`src/hdl/ubx_pkg.sv`:
```
`timescale 1ns / 1ps
`default_nettype none
// ----------------------------------------------------------------------------
// ubx_pkg
// Shared types and constants of the binary frame parser.
// ----------------------------------------------------------------------------
package ubx_pkg;

  localparam logic [7:0] SyncA  = 8'hB5;
  localparam logic [7:0] SyncB  = 8'h62;
  localparam logic [7:0] ClsNav = 8'h01;
  localparam logic [7:0] ClsTim = 8'h0D;
  localparam logic [7:0] IdPos  = 8'h02;
  localparam logic [7:0] IdSol  = 8'h06;
  localparam logic [7:0] IdTm   = 8'h03;
  localparam logic [7:0] Fix2d  = 8'h02;
  localparam logic [7:0] Fix3d  = 8'h03;

  localparam int unsigned NumWords = 10;

  typedef enum logic [2:0] {
    PH_SYNC1, PH_SYNC2, PH_HEADER, PH_PAYLOAD, PH_CKA, PH_CKB
  } phase_e;

  typedef enum logic [2:0] {
    ST_CKERR = 3'd0, ST_POS = 3'd1, ST_SOL = 3'd2, ST_TM = 3'd3, ST_OTHER = 3'd4
  } status_e;

  typedef enum logic [1:0] {
    CMD_SINGLE, CMD_POS, CMD_SOL, CMD_TM
  } cmd_e;

  // request from the front part to the back part
  typedef struct packed {
    cmd_e                    cmd;
    status_e                 status;
    logic [31:0]             tag;
    logic [NumWords-1:0][31:0] words;
    logic [7:0]              sol_fix;
    logic [7:0]              sol_flags;
    logic [7:0]              sol_sats;
  } req_t;

  function automatic logic [3:0] tm_field(input logic [4:0] off);
    case (off)
      5'd0:  tm_field = 4'd0;
      5'd1:  tm_field = 4'd1;
      5'd2, 5'd3: tm_field = 4'd2;
      5'd4, 5'd5: tm_field = 4'd3;
      5'd6, 5'd7: tm_field = 4'd4;
      default: tm_field = 4'(5 + ((off - 5'd8) >> 2));
    endcase
  endfunction

  function automatic logic [1:0] tm_lane(input logic [4:0] off);
    case (off)
      5'd0, 5'd1, 5'd2, 5'd4, 5'd6: tm_lane = 2'd0;
      5'd3, 5'd5, 5'd7: tm_lane = 2'd1;
      default: tm_lane = off[1:0];
    endcase
  endfunction

endpackage
`default_nettype wire

```
`src/hdl/ubx_frame_parser_unit.sv`:
```
`timescale 1ns / 1ps
`default_nettype none
// ----------------------------------------------------------------------------
// ubx_frame_parser_unit
// Binary frame parser with Fletcher-8 check and field result runs.
// ----------------------------------------------------------------------------
// channel | dir | tdata                                | tuser  | tlast
// s_axis  | in  | rx_byte[7:0]                         | -      | -
// m_axis  | out | word_index,value,fix_type,sat_count  | status | last of run
//
// One byte accepted per cycle while the request queue has room.
// A frame's run drains one result per cycle, while m_axis_tready is high, behind the byte parser.
// The input stalls only when QueueDepth frame runs are pending.
// Reset returns the parser to sync hunting and clears the fix state.
// ----------------------------------------------------------------------------
module ubx_frame_parser_unit #(
  parameter int unsigned QueueDepth = 4
) (
  input  wire logic        clk_i,
  input  wire logic        rst_ni,
  input  wire logic        s_axis_tvalid,
  output logic             s_axis_tready,
  input  wire logic [7:0]  s_axis_tdata,   // [7:0] rx_byte
  output logic             m_axis_tvalid,
  input  wire logic        m_axis_tready,
  output logic [55:0]      m_axis_tdata,   // word_index[3:0] value[35:4] fix_type[43:36]
                                           // sat_count[51:44] zero[55:52]
  output logic [2:0]       m_axis_tuser,   // status[2:0]
  output logic             m_axis_tlast
);
  import ubx_pkg::*;

  req_t fr_req, q_req;
  logic fr_valid, full, empty, pop, acc;

  assign s_axis_tready = !full;
  assign acc = s_axis_tvalid && s_axis_tready;

  ubx_front u_front (
    .clk_i, .rst_ni, .byte_valid_i(acc), .byte_i(s_axis_tdata),
    .req_o(fr_req), .req_valid_o(fr_valid)
  );

  ubx_queue #(.Depth(QueueDepth)) u_queue (
    .clk_i, .rst_ni, .push_i(fr_valid), .push_data_i(fr_req),
    .full_o(full), .empty_o(empty), .pop_i(pop), .pop_data_o(q_req)
  );

  ubx_back u_back (
    .clk_i, .rst_ni, .req_avail_i(!empty), .req_i(q_req), .req_pop_o(pop),
    .out_valid_o(m_axis_tvalid), .out_ready_i(m_axis_tready),
    .out_data_o(m_axis_tdata), .out_user_o(m_axis_tuser), .out_last_o(m_axis_tlast)
  );

endmodule
`default_nettype wire

```
`src/hdl/ubx_front.sv`:
```
`timescale 1ns / 1ps
`default_nettype none
// ----------------------------------------------------------------------------
// ubx_front
// Byte parser: sync hunt, header, checksum, field capture; issues requests.
// ----------------------------------------------------------------------------
module ubx_front (
  input  wire logic        clk_i,
  input  wire logic        rst_ni,
  input  wire logic        byte_valid_i,
  input  wire logic [7:0]  byte_i,
  output ubx_pkg::req_t    req_o,
  output logic             req_valid_o
);
  import ubx_pkg::*;

  phase_e      phase_q, phase_d;
  logic [7:0]  cls_q, cls_d, id_q, id_d, sa_q, sa_d, sb_q, sb_d;
  logic [15:0] len_q, len_d, off_q, off_d;
  logic [NumWords-1:0][31:0] w_q, w_d;
  logic [7:0]  sf_q, sf_d, sg_q, sg_d, ss_q, ss_d;
  logic [7:0]  na;
  logic [15:0] off_n;
  logic        is_pos, is_sol, is_tm;
  logic [3:0]  fi;
  logic [1:0]  ln;

  assign is_pos = (cls_q == ClsNav) && (id_q == IdPos);
  assign is_sol = (cls_q == ClsNav) && (id_q == IdSol);
  assign is_tm  = (cls_q == ClsTim) && (id_q == IdTm);
  assign na     = sa_q + byte_i;
  assign off_n  = off_q + 16'd1;
  assign fi     = tm_field(off_q[4:0]);
  assign ln     = tm_lane(off_q[4:0]);

  always_comb begin
    phase_d = phase_q; cls_d = cls_q; id_d = id_q; sa_d = sa_q; sb_d = sb_q;
    len_d = len_q; off_d = off_q; w_d = w_q; sf_d = sf_q; sg_d = sg_q; ss_d = ss_q;
    req_valid_o = 1'b0;
    req_o = '0;
    req_o.tag = {16'd0, cls_q, id_q};
    req_o.words = w_q;
    req_o.sol_fix = sf_q; req_o.sol_flags = sg_q; req_o.sol_sats = ss_q;
    req_o.cmd = CMD_SINGLE;
    req_o.status = ST_CKERR;
    if (byte_valid_i) begin
      case (phase_q)
        PH_SYNC1: if (byte_i == SyncA) phase_d = PH_SYNC2;
        PH_SYNC2: begin
          if (byte_i == SyncB) begin
            phase_d = PH_HEADER; off_d = '0; sa_d = '0; sb_d = '0;
          end else if (byte_i != SyncA) begin
            phase_d = PH_SYNC1;
          end
        end
        PH_HEADER: begin
          sa_d = na; sb_d = sb_q + na;
          case (off_q[1:0])
            2'd0: cls_d = byte_i;
            2'd1: id_d = byte_i;
            2'd2: len_d = {8'd0, byte_i};
            default: len_d = {byte_i, len_q[7:0]};
          endcase
          off_d = off_n;
          if (off_q[1:0] == 2'd3) begin
            off_d = '0; w_d = '0; sf_d = '0; sg_d = '0; ss_d = '0;
            phase_d = ({byte_i, len_q[7:0]} != 16'd0) ? PH_PAYLOAD : PH_CKA;
          end
        end
        PH_PAYLOAD: begin
          sa_d = na; sb_d = sb_q + na;
          if (is_pos) begin
            if (off_q < 16'd16) w_d[off_q[3:2]][off_q[1:0]*8 +: 8] = byte_i;
          end else if (is_sol) begin
            if (off_q == 16'd10) sf_d = byte_i;
            else if (off_q == 16'd11) sg_d = byte_i;
            else if (off_q == 16'd47) ss_d = byte_i;
          end else if (is_tm) begin
            if (off_q < 16'd28) w_d[fi][ln*8 +: 8] = byte_i;
          end
          off_d = off_n;
          if (off_n >= len_q) phase_d = PH_CKA;
        end
        PH_CKA: begin
          if (byte_i == sa_q) phase_d = PH_CKB;
          else begin
            phase_d = PH_SYNC1; req_valid_o = 1'b1;
          end
        end
        PH_CKB: begin
          phase_d = PH_SYNC1; req_valid_o = 1'b1;
          if (byte_i == sb_q) begin
            if (is_pos) begin req_o.cmd = CMD_POS; req_o.status = ST_POS; end
            else if (is_sol) begin req_o.cmd = CMD_SOL; req_o.status = ST_SOL; end
            else if (is_tm) begin req_o.cmd = CMD_TM; req_o.status = ST_TM; end
            else req_o.status = ST_OTHER;
          end
        end
        default: phase_d = PH_SYNC1;
      endcase
    end
  end

  always_ff @(posedge clk_i or negedge rst_ni) begin
    if (!rst_ni) begin
      phase_q <= PH_SYNC1; cls_q <= '0; id_q <= '0; len_q <= '0; off_q <= '0;
      sa_q <= '0; sb_q <= '0;
    end else begin
      phase_q <= phase_d; cls_q <= cls_d; id_q <= id_d; len_q <= len_d;
      off_q <= off_d; sa_q <= sa_d; sb_q <= sb_d;
    end
  end

  always_ff @(posedge clk_i) begin
    w_q <= w_d; sf_q <= sf_d; sg_q <= sg_d; ss_q <= ss_d;
  end

`ifndef SYNTHESIS
  a_req_only_on_ck: assert property (@(posedge clk_i) disable iff (!rst_ni)
    req_valid_o |-> (phase_q == PH_CKA || phase_q == PH_CKB)) else $error("req phase");
  a_ckb_after_cka: assert property (@(posedge clk_i) disable iff (!rst_ni)
    $rose(phase_q == PH_CKB) |-> $past(phase_q) == PH_CKA) else $error("ckb order");
  a_hunt_after_req: assert property (@(posedge clk_i) disable iff (!rst_ni)
    req_valid_o |=> phase_q == PH_SYNC1) else $error("no restart");
`endif
endmodule
`default_nettype wire

```
`src/hdl/ubx_queue.sv`:
```
`timescale 1ns / 1ps
`default_nettype none
// ----------------------------------------------------------------------------
// ubx_queue
// Short request queue between parser and result sequencer.
// ----------------------------------------------------------------------------
module ubx_queue #(
  parameter int unsigned Depth = 4
) (
  input  wire logic       clk_i,
  input  wire logic       rst_ni,
  input  wire logic       push_i,
  input  ubx_pkg::req_t   push_data_i,
  output logic            full_o,
  output logic            empty_o,
  input  wire logic       pop_i,
  output ubx_pkg::req_t   pop_data_o
);
  import ubx_pkg::*;
  localparam int unsigned Aw = (Depth > 1) ? $clog2(Depth) : 1;

  req_t           mem_q [Depth];
  logic [Aw-1:0]  wp_q, rp_q;
  logic [Aw:0]    cnt_q;
  logic           do_push, do_pop;

  assign full_o   = cnt_q == (Aw+1)'(Depth);
  assign empty_o  = cnt_q == '0;
  assign do_push  = push_i && !full_o;
  assign do_pop   = pop_i && !empty_o;
  assign pop_data_o = mem_q[rp_q];

  always_ff @(posedge clk_i) begin
    if (do_push) mem_q[wp_q] <= push_data_i;
  end

  always_ff @(posedge clk_i or negedge rst_ni) begin
    if (!rst_ni) begin
      wp_q <= '0; rp_q <= '0; cnt_q <= '0;
    end else begin
      if (do_push) wp_q <= (wp_q == Aw'(Depth-1)) ? '0 : wp_q + 1'b1;
      if (do_pop)  rp_q <= (rp_q == Aw'(Depth-1)) ? '0 : rp_q + 1'b1;
      cnt_q <= cnt_q + (Aw+1)'(do_push) - (Aw+1)'(do_pop);
    end
  end

`ifndef SYNTHESIS
  a_no_overflow: assert property (@(posedge clk_i) disable iff (!rst_ni)
    push_i |-> !full_o) else $error("queue overflow");
  a_cnt_range: assert property (@(posedge clk_i) disable iff (!rst_ni)
    cnt_q <= (Aw+1)'(Depth)) else $error("queue count");
  a_empty_cnt: assert property (@(posedge clk_i) disable iff (!rst_ni)
    (do_push && !do_pop) |=> !empty_o) else $error("queue lost push");
`endif
endmodule
`default_nettype wire

```
`src/hdl/ubx_back.sv`:
```
`timescale 1ns / 1ps
`default_nettype none
// ----------------------------------------------------------------------------
// ubx_back
// Result sequencer: holds fix state, emits the run of results per request.
// ----------------------------------------------------------------------------
module ubx_back (
  input  wire logic        clk_i,
  input  wire logic        rst_ni,
  input  wire logic        req_avail_i,
  input  ubx_pkg::req_t    req_i,
  output logic             req_pop_o,
  output logic             out_valid_o,
  input  wire logic        out_ready_i,
  output logic [55:0]      out_data_o,
  output logic [2:0]       out_user_o,
  output logic             out_last_o
);
  import ubx_pkg::*;

  logic [7:0] fix_q, fix_d, sats_q, sats_d;
  logic [3:0] idx_q, idx_d;
  logic [3:0] cnt;
  logic       fire, lastb;
  logic [31:0] val;
  status_e    st;

  always_comb begin
    case (req_i.cmd)
      CMD_POS: cnt = (fix_q == Fix3d) ? 4'd4 : ((fix_q == Fix2d) ? 4'd3 : 4'd1);
      CMD_TM:  cnt = 4'(NumWords);
      default: cnt = 4'd1;
    endcase
  end

  assign lastb = (idx_q + 4'd1) == cnt;
  assign fire  = req_avail_i && out_ready_i;
  assign out_valid_o = req_avail_i;
  assign req_pop_o = fire && lastb;
  assign st = req_i.status;

  always_comb begin
    fix_d = fix_q; sats_d = sats_q;
    if (req_i.cmd == CMD_SOL) begin
      if (req_i.sol_fix >= Fix2d && req_i.sol_flags[0]) begin
        fix_d = req_i.sol_fix; sats_d = req_i.sol_sats;
      end else begin
        fix_d = '0;
      end
    end
  end

  always_comb begin
    case (req_i.cmd)
      CMD_POS: val = (fix_q == Fix3d || fix_q == Fix2d) ? req_i.words[idx_q] : 32'd0;
      CMD_TM:  val = req_i.words[idx_q];
      CMD_SOL: val = 32'd0;
      default: val = req_i.tag;
    endcase
  end

  assign out_data_o = {4'd0, sats_d, fix_d, val, idx_q};
  assign out_user_o = st;
  assign out_last_o = lastb;
  assign idx_d = req_pop_o ? 4'd0 : (fire ? idx_q + 4'd1 : idx_q);

  always_ff @(posedge clk_i or negedge rst_ni) begin
    if (!rst_ni) begin
      fix_q <= '0; sats_q <= '0; idx_q <= '0;
    end else begin
      idx_q <= idx_d;
      if (req_pop_o) begin
        fix_q <= fix_d; sats_q <= sats_d;
      end
    end
  end

`ifndef SYNTHESIS
  a_idx_range: assert property (@(posedge clk_i) disable iff (!rst_ni)
    req_avail_i |-> idx_q < cnt) else $error("index range");
  a_idx_reset: assert property (@(posedge clk_i) disable iff (!rst_ni)
    req_pop_o |=> idx_q == 4'd0) else $error("index not cleared");
  a_fix_hold: assert property (@(posedge clk_i) disable iff (!rst_ni)
    !req_pop_o |=> $stable(fix_q)) else $error("fix changed");
`endif
endmodule
`default_nettype wire
```
`config.mk`:
```
export PLATFORM = sky130hd
export DESIGN_NAME = ubx_frame_parser_unit
export DESIGN_NICKNAME = d
export VERILOG_FILES = /design/src/hdl/ubx_pkg.sv /design/src/hdl/ubx_frame_parser_unit.sv /design/src/hdl/ubx_front.sv /design/src/hdl/ubx_queue.sv /design/src/hdl/ubx_back.sv
export SDC_FILE = /design/constraint.sdc
export NUM_CORES = 2
export LEC_CHECK = 0
export BUFFER_PORTS_ARGS = -buffer_cell sky130_fd_sc_hd__buf_2
export CAP_MARGIN = 20
export CORE_MARGIN = 1
export CORE_UTILIZATION = 25
export DETAILED_ROUTE_END_ITERATION = 10
export GPL_ROUTABILITY_DRIVEN = 0
export PLACE_DENSITY = 0.49
export SLEW_MARGIN = 15
export SYNTH_ARGS = -nofsm -noshare
export SYNTH_HDL_FRONTEND = slang
export SYNTH_SLANG_ARGS = --single-unit
```
`constraint.sdc`:
```
create_clock -name clk_i -period 50 [get_ports clk_i]
set_clock_uncertainty 0.2 [all_clocks]
set_input_delay 7.5 -clock clk_i [delete_from_list [all_inputs] [get_ports clk_i]]
set_output_delay 7.5 -clock clk_i [all_outputs]
set_load 0.02 [all_outputs]
```
==> summary.txt <==
Worst setup path
  – Maximum cell stage delay along the critical path: 0.89 ns
  – Setup crit end kind: output port
  – Critical Setup Path Class: register to output port
  – WP data arrival: 6.33 ns
  – Critical path startpoint category: register
  – List of cells traversed by the critical path: buf_12, buf_4, buf_4, buf_4, mux4_2, mux4_2, a21oi_1, o22ai_1, buf_2
  – Largest fanout of any net on the critical path: 79
  – Cell with the largest stage delay on the worst path: sky130_fd_sc_hd__dfrtp_4
  – Required arrival time at the worst endpoint: 42.30 ns
  – Cell mode on critical path: sky130_fd_sc_hd__buf_4

Clocking
  – Clock Pin Slew Worst Setup and Hold Paths: 0.06 ns
  – Root Buffer Master: sky130_fd_sc_hd__clkbuf_16
  – CTS sink count: between 1500 and 2000
  – Hold buffer count at cts: 0
  – Number of resized instances in the post-cts repair step: 0
  – H-tree depth: 4
  – CTS tree: yes
  – TritonCTS Buffers: 187
  – Clk_lat worst skew: 0.84 ns
  – Number of buffers between clock root and the deepest sink: 4
  – Number of post-CTS setup repair buffers: 0

Global routing
  – Aggregate global routing overflow: 0
  – Global-route wire length before repair: approximately 320000 um
  – Vias in the first global route: ~44000
  – Initial antenna violation count: 8
  – Maximum number of pins on one net before global-route repair: approximately 230
  – Overall Global Routing Usage: 0.135

Drt
  – DRC violation total after the first TritonRoute iteration: 3574
  – Number of nets with antenna violations after detailed routing: 0
  – First drt pass iteration count: 5
  – Vias per cell: 4.75
  – WL per Instance: 24.2 um
  – Total routed wirelength: 218000 um
  – Number of remaining DRC errors: 0
  – Total number of vias: between 40000 and 50000

Floorplanning
  – Effective utilization at floorplan: 0.252
  – Row cnt: 205
  – Width of the die: around 560 um
  – Top Ports: 74
  – Vertical die dimension: 563 um
  – DIE AREA: 317000 um2
  – Core Box Area: 313000 um2

Synth
  – Post-synthesis instance area: roughly 79000 um2
  – Number of enable-type register cells in the synthesized netlist: 1761
  – Largest area contributor in the netlist: sky130_fd_sc_hd__edfxtp_1
  – Area share of the largest cell type after synthesis: 0.671
  – Largest cells by area after synthesis: sky130_fd_sc_hd__edfxtp_1 (67%), sky130_fd_sc_hd__mux4_2 (11%), sky130_fd_sc_hd__mux2i_1 (3.2%)
  – Count of mapped cells out of synthesis: 4670
  – Sequential fraction of the synthesis area: 0.701
  – Avg Inst Size Synth: 16.9 um2
  – Most frequently used flop master after synthesis: sky130_fd_sc_hd__edfxtp_1
  – Count of warnings emitted by yosys: 0
  – Fraction of registers with async set or reset after synthesis: 0.0507
  – Count of unique library cells instantiated by Yosys: 84
  – Flops & latches, synth: 1855

STA
  – Unrepaired setup endpoints after global routing: no
  – Setup Total Neg Slack: 0 ns
  – Total setup violations reported at the end of the flow: 0
  – Transition at the pin with the smallest max-transition slack: 1.17 ns
  – Final count of hold timing violations: 0
  – Fmax: 71.3 MHz
  – Normalized max-slew margin: 0.222
  – Final critical delay including setup and external delays: 14.03 ns
  – Fin. max-slew vios: 0
  – Hold Worst Slack: 0.278 ns
  – Fraction of the cycle the final worst path needs: 0.281

Placed design
  – Buffers added on ports: a little under 70
  – Detailed Place HPWL: 125000 um
  – Placed cell count: 8671

Power
  – Worst VDD drop: about 0.058 mV
  – Standby leakage power: 28.5 nW
  – Pwr dens: 55.5 nW/um2

Run
  – Max_cap viols: 0

Finish
  – Leading cell type in the layout, fill and taps excluded: sky130_fd_sc_hd__edfxtp_1
  – Layout Cells excl Fill: approximately 9000
  – Fraction of final layout cells with drive strength greater than 1: 0.199
  – Most used cells in the layout excluding fill and tap cells: sky130_fd_sc_hd__edfxtp_1 (1761), sky130_fd_sc_hd__o21ai_0 (433), sky130_fd_sc_hd__mux4_2 (401), sky130_fd_sc_hd__nand2_1 (336), sky130_fd_sc_hd__a21oi_1 (273)
  – Layout overhead on the synthesized area: 14.2%
  – Nets@finish: ~4800

Outcome
  – Result of the run: complete, no violations

Worst hold path
  – Hold Crit Class: register to register
## routing by layer
metal	wire (um)	GRT usage
met1	91200	0.172
met2	112000	0.242
met3	9690	0.0157
met4	5290	0.0358
met5	13	0
## worst max-delay path: cells and delay by family, from the launching register on
kind	cells	cell delay, ns
compound gates	2	0.45
flops	1	0.89
mux	2	1.07
buf+inv	5	3.03
## worst paths after layout
check	startpoint	endpoint	slack [ns]	depth (start not counted)
min in group asynchronous	rst_ni	u_front.phase_q[1]	6.44	1
worst max-delay path	u_queue.rp_q[0]	m_axis_tdata[29]	35.97	9
max in group asynchronous	rst_ni	u_front.cls_q[1]	41.81	2
worst min register to register	u_front.req_o[289]	u_queue.mem_q[1][289]	0.28	0
worst min-delay path	u_front.req_o[289]	u_queue.mem_q[1][289]	0.28	0
worst max register to register	u_front.off_q[4]	u_front.req_o[246]	43.73	9
## report_power, final
group / internal [mW] / leakage, nW / switching, mW / total [mW]
Clock: 0.802 / 2.92 / 0.596 / 1.40
Combinational: 0.585 / 8.39 / 1.12 / 1.70
Sequential: 1.81 / 17.2 / 0.0829 / 1.89
## per-stage QoR
step           total power [mW]   util  setup WS [ns]  cell area [um2]
6_report                   4.99  0.288          35.97            89900
5_1_grt                    5.19  0.288          35.33            89900
4_1_cts                    5.06  0.288          35.54            89900
3_5_place_dp               3.66  0.268          36.40            83900
3_3_place_gp               3.65  0.268          36.39            83900
2_1_floorplan              3.00      -          25.56            78800
## Yosys cell counts, drive strengths merged, types with 25 or more instances
cell and instances:
clkbuf 213, a21oi 278, a211oi 48, o21ai 444, ha 57, nand3 160
mux2 40, nor3 25, nor2 126, buf 101, edfxtp 1761, mux2i 249
dfrtp 94, inv 47, mux4 401, nand2 339
## cell families (layout without fill, tap and decap cells)
group / Yosys count / after routing / synth area share
muxes: 690 / 690 / 0.152
other: 1 / 7 / 0.0000476
xor gates and xnor gates: 33 / 33 / 0.00367
DFF: 1855 / 1855 / 0.701
AOI/OAI and AO/OA: 888 / 888 / 0.0662
buffers and inverters: 362 / 556 / 0.0195
adders and majority gates: 60 / 60 / 0.00982
and+or+nand+nor: 781 / 781 / 0.0472
## final cells by class
class                      count  area (um2)
antenna                        3        7.51
clock buffer                 222        4860
clock inverter               111        1110
fill                       30800      223000
inverter                      48         180
multi-input combinational   2456       22100
sequential                  1855       55300
tap                         4140        5180
timing repair buffer         175        1230
## state kept, by name (all words and copies together), names as in the netlist
name and cells:
u_front.len_q 16, u_back.idx_q 4, u_back.sats_q 8, u_queue.cnt_q 3, u_front.sb_q 8, u_front.req_o 320, u_front.sg_q 1, u_front.ss_q 8
u_back.fix_q 8, u_queue.mem_q 1424, u_front.sf_q 8, u_front.sa_q 8, u_front.id_q 8, u_front.cls_q 8, u_front.phase_q 3, u_front.off_q 16
u_queue.rp_q 2, u_queue.wp_q 2
Power figures use the tool's default switching activity.
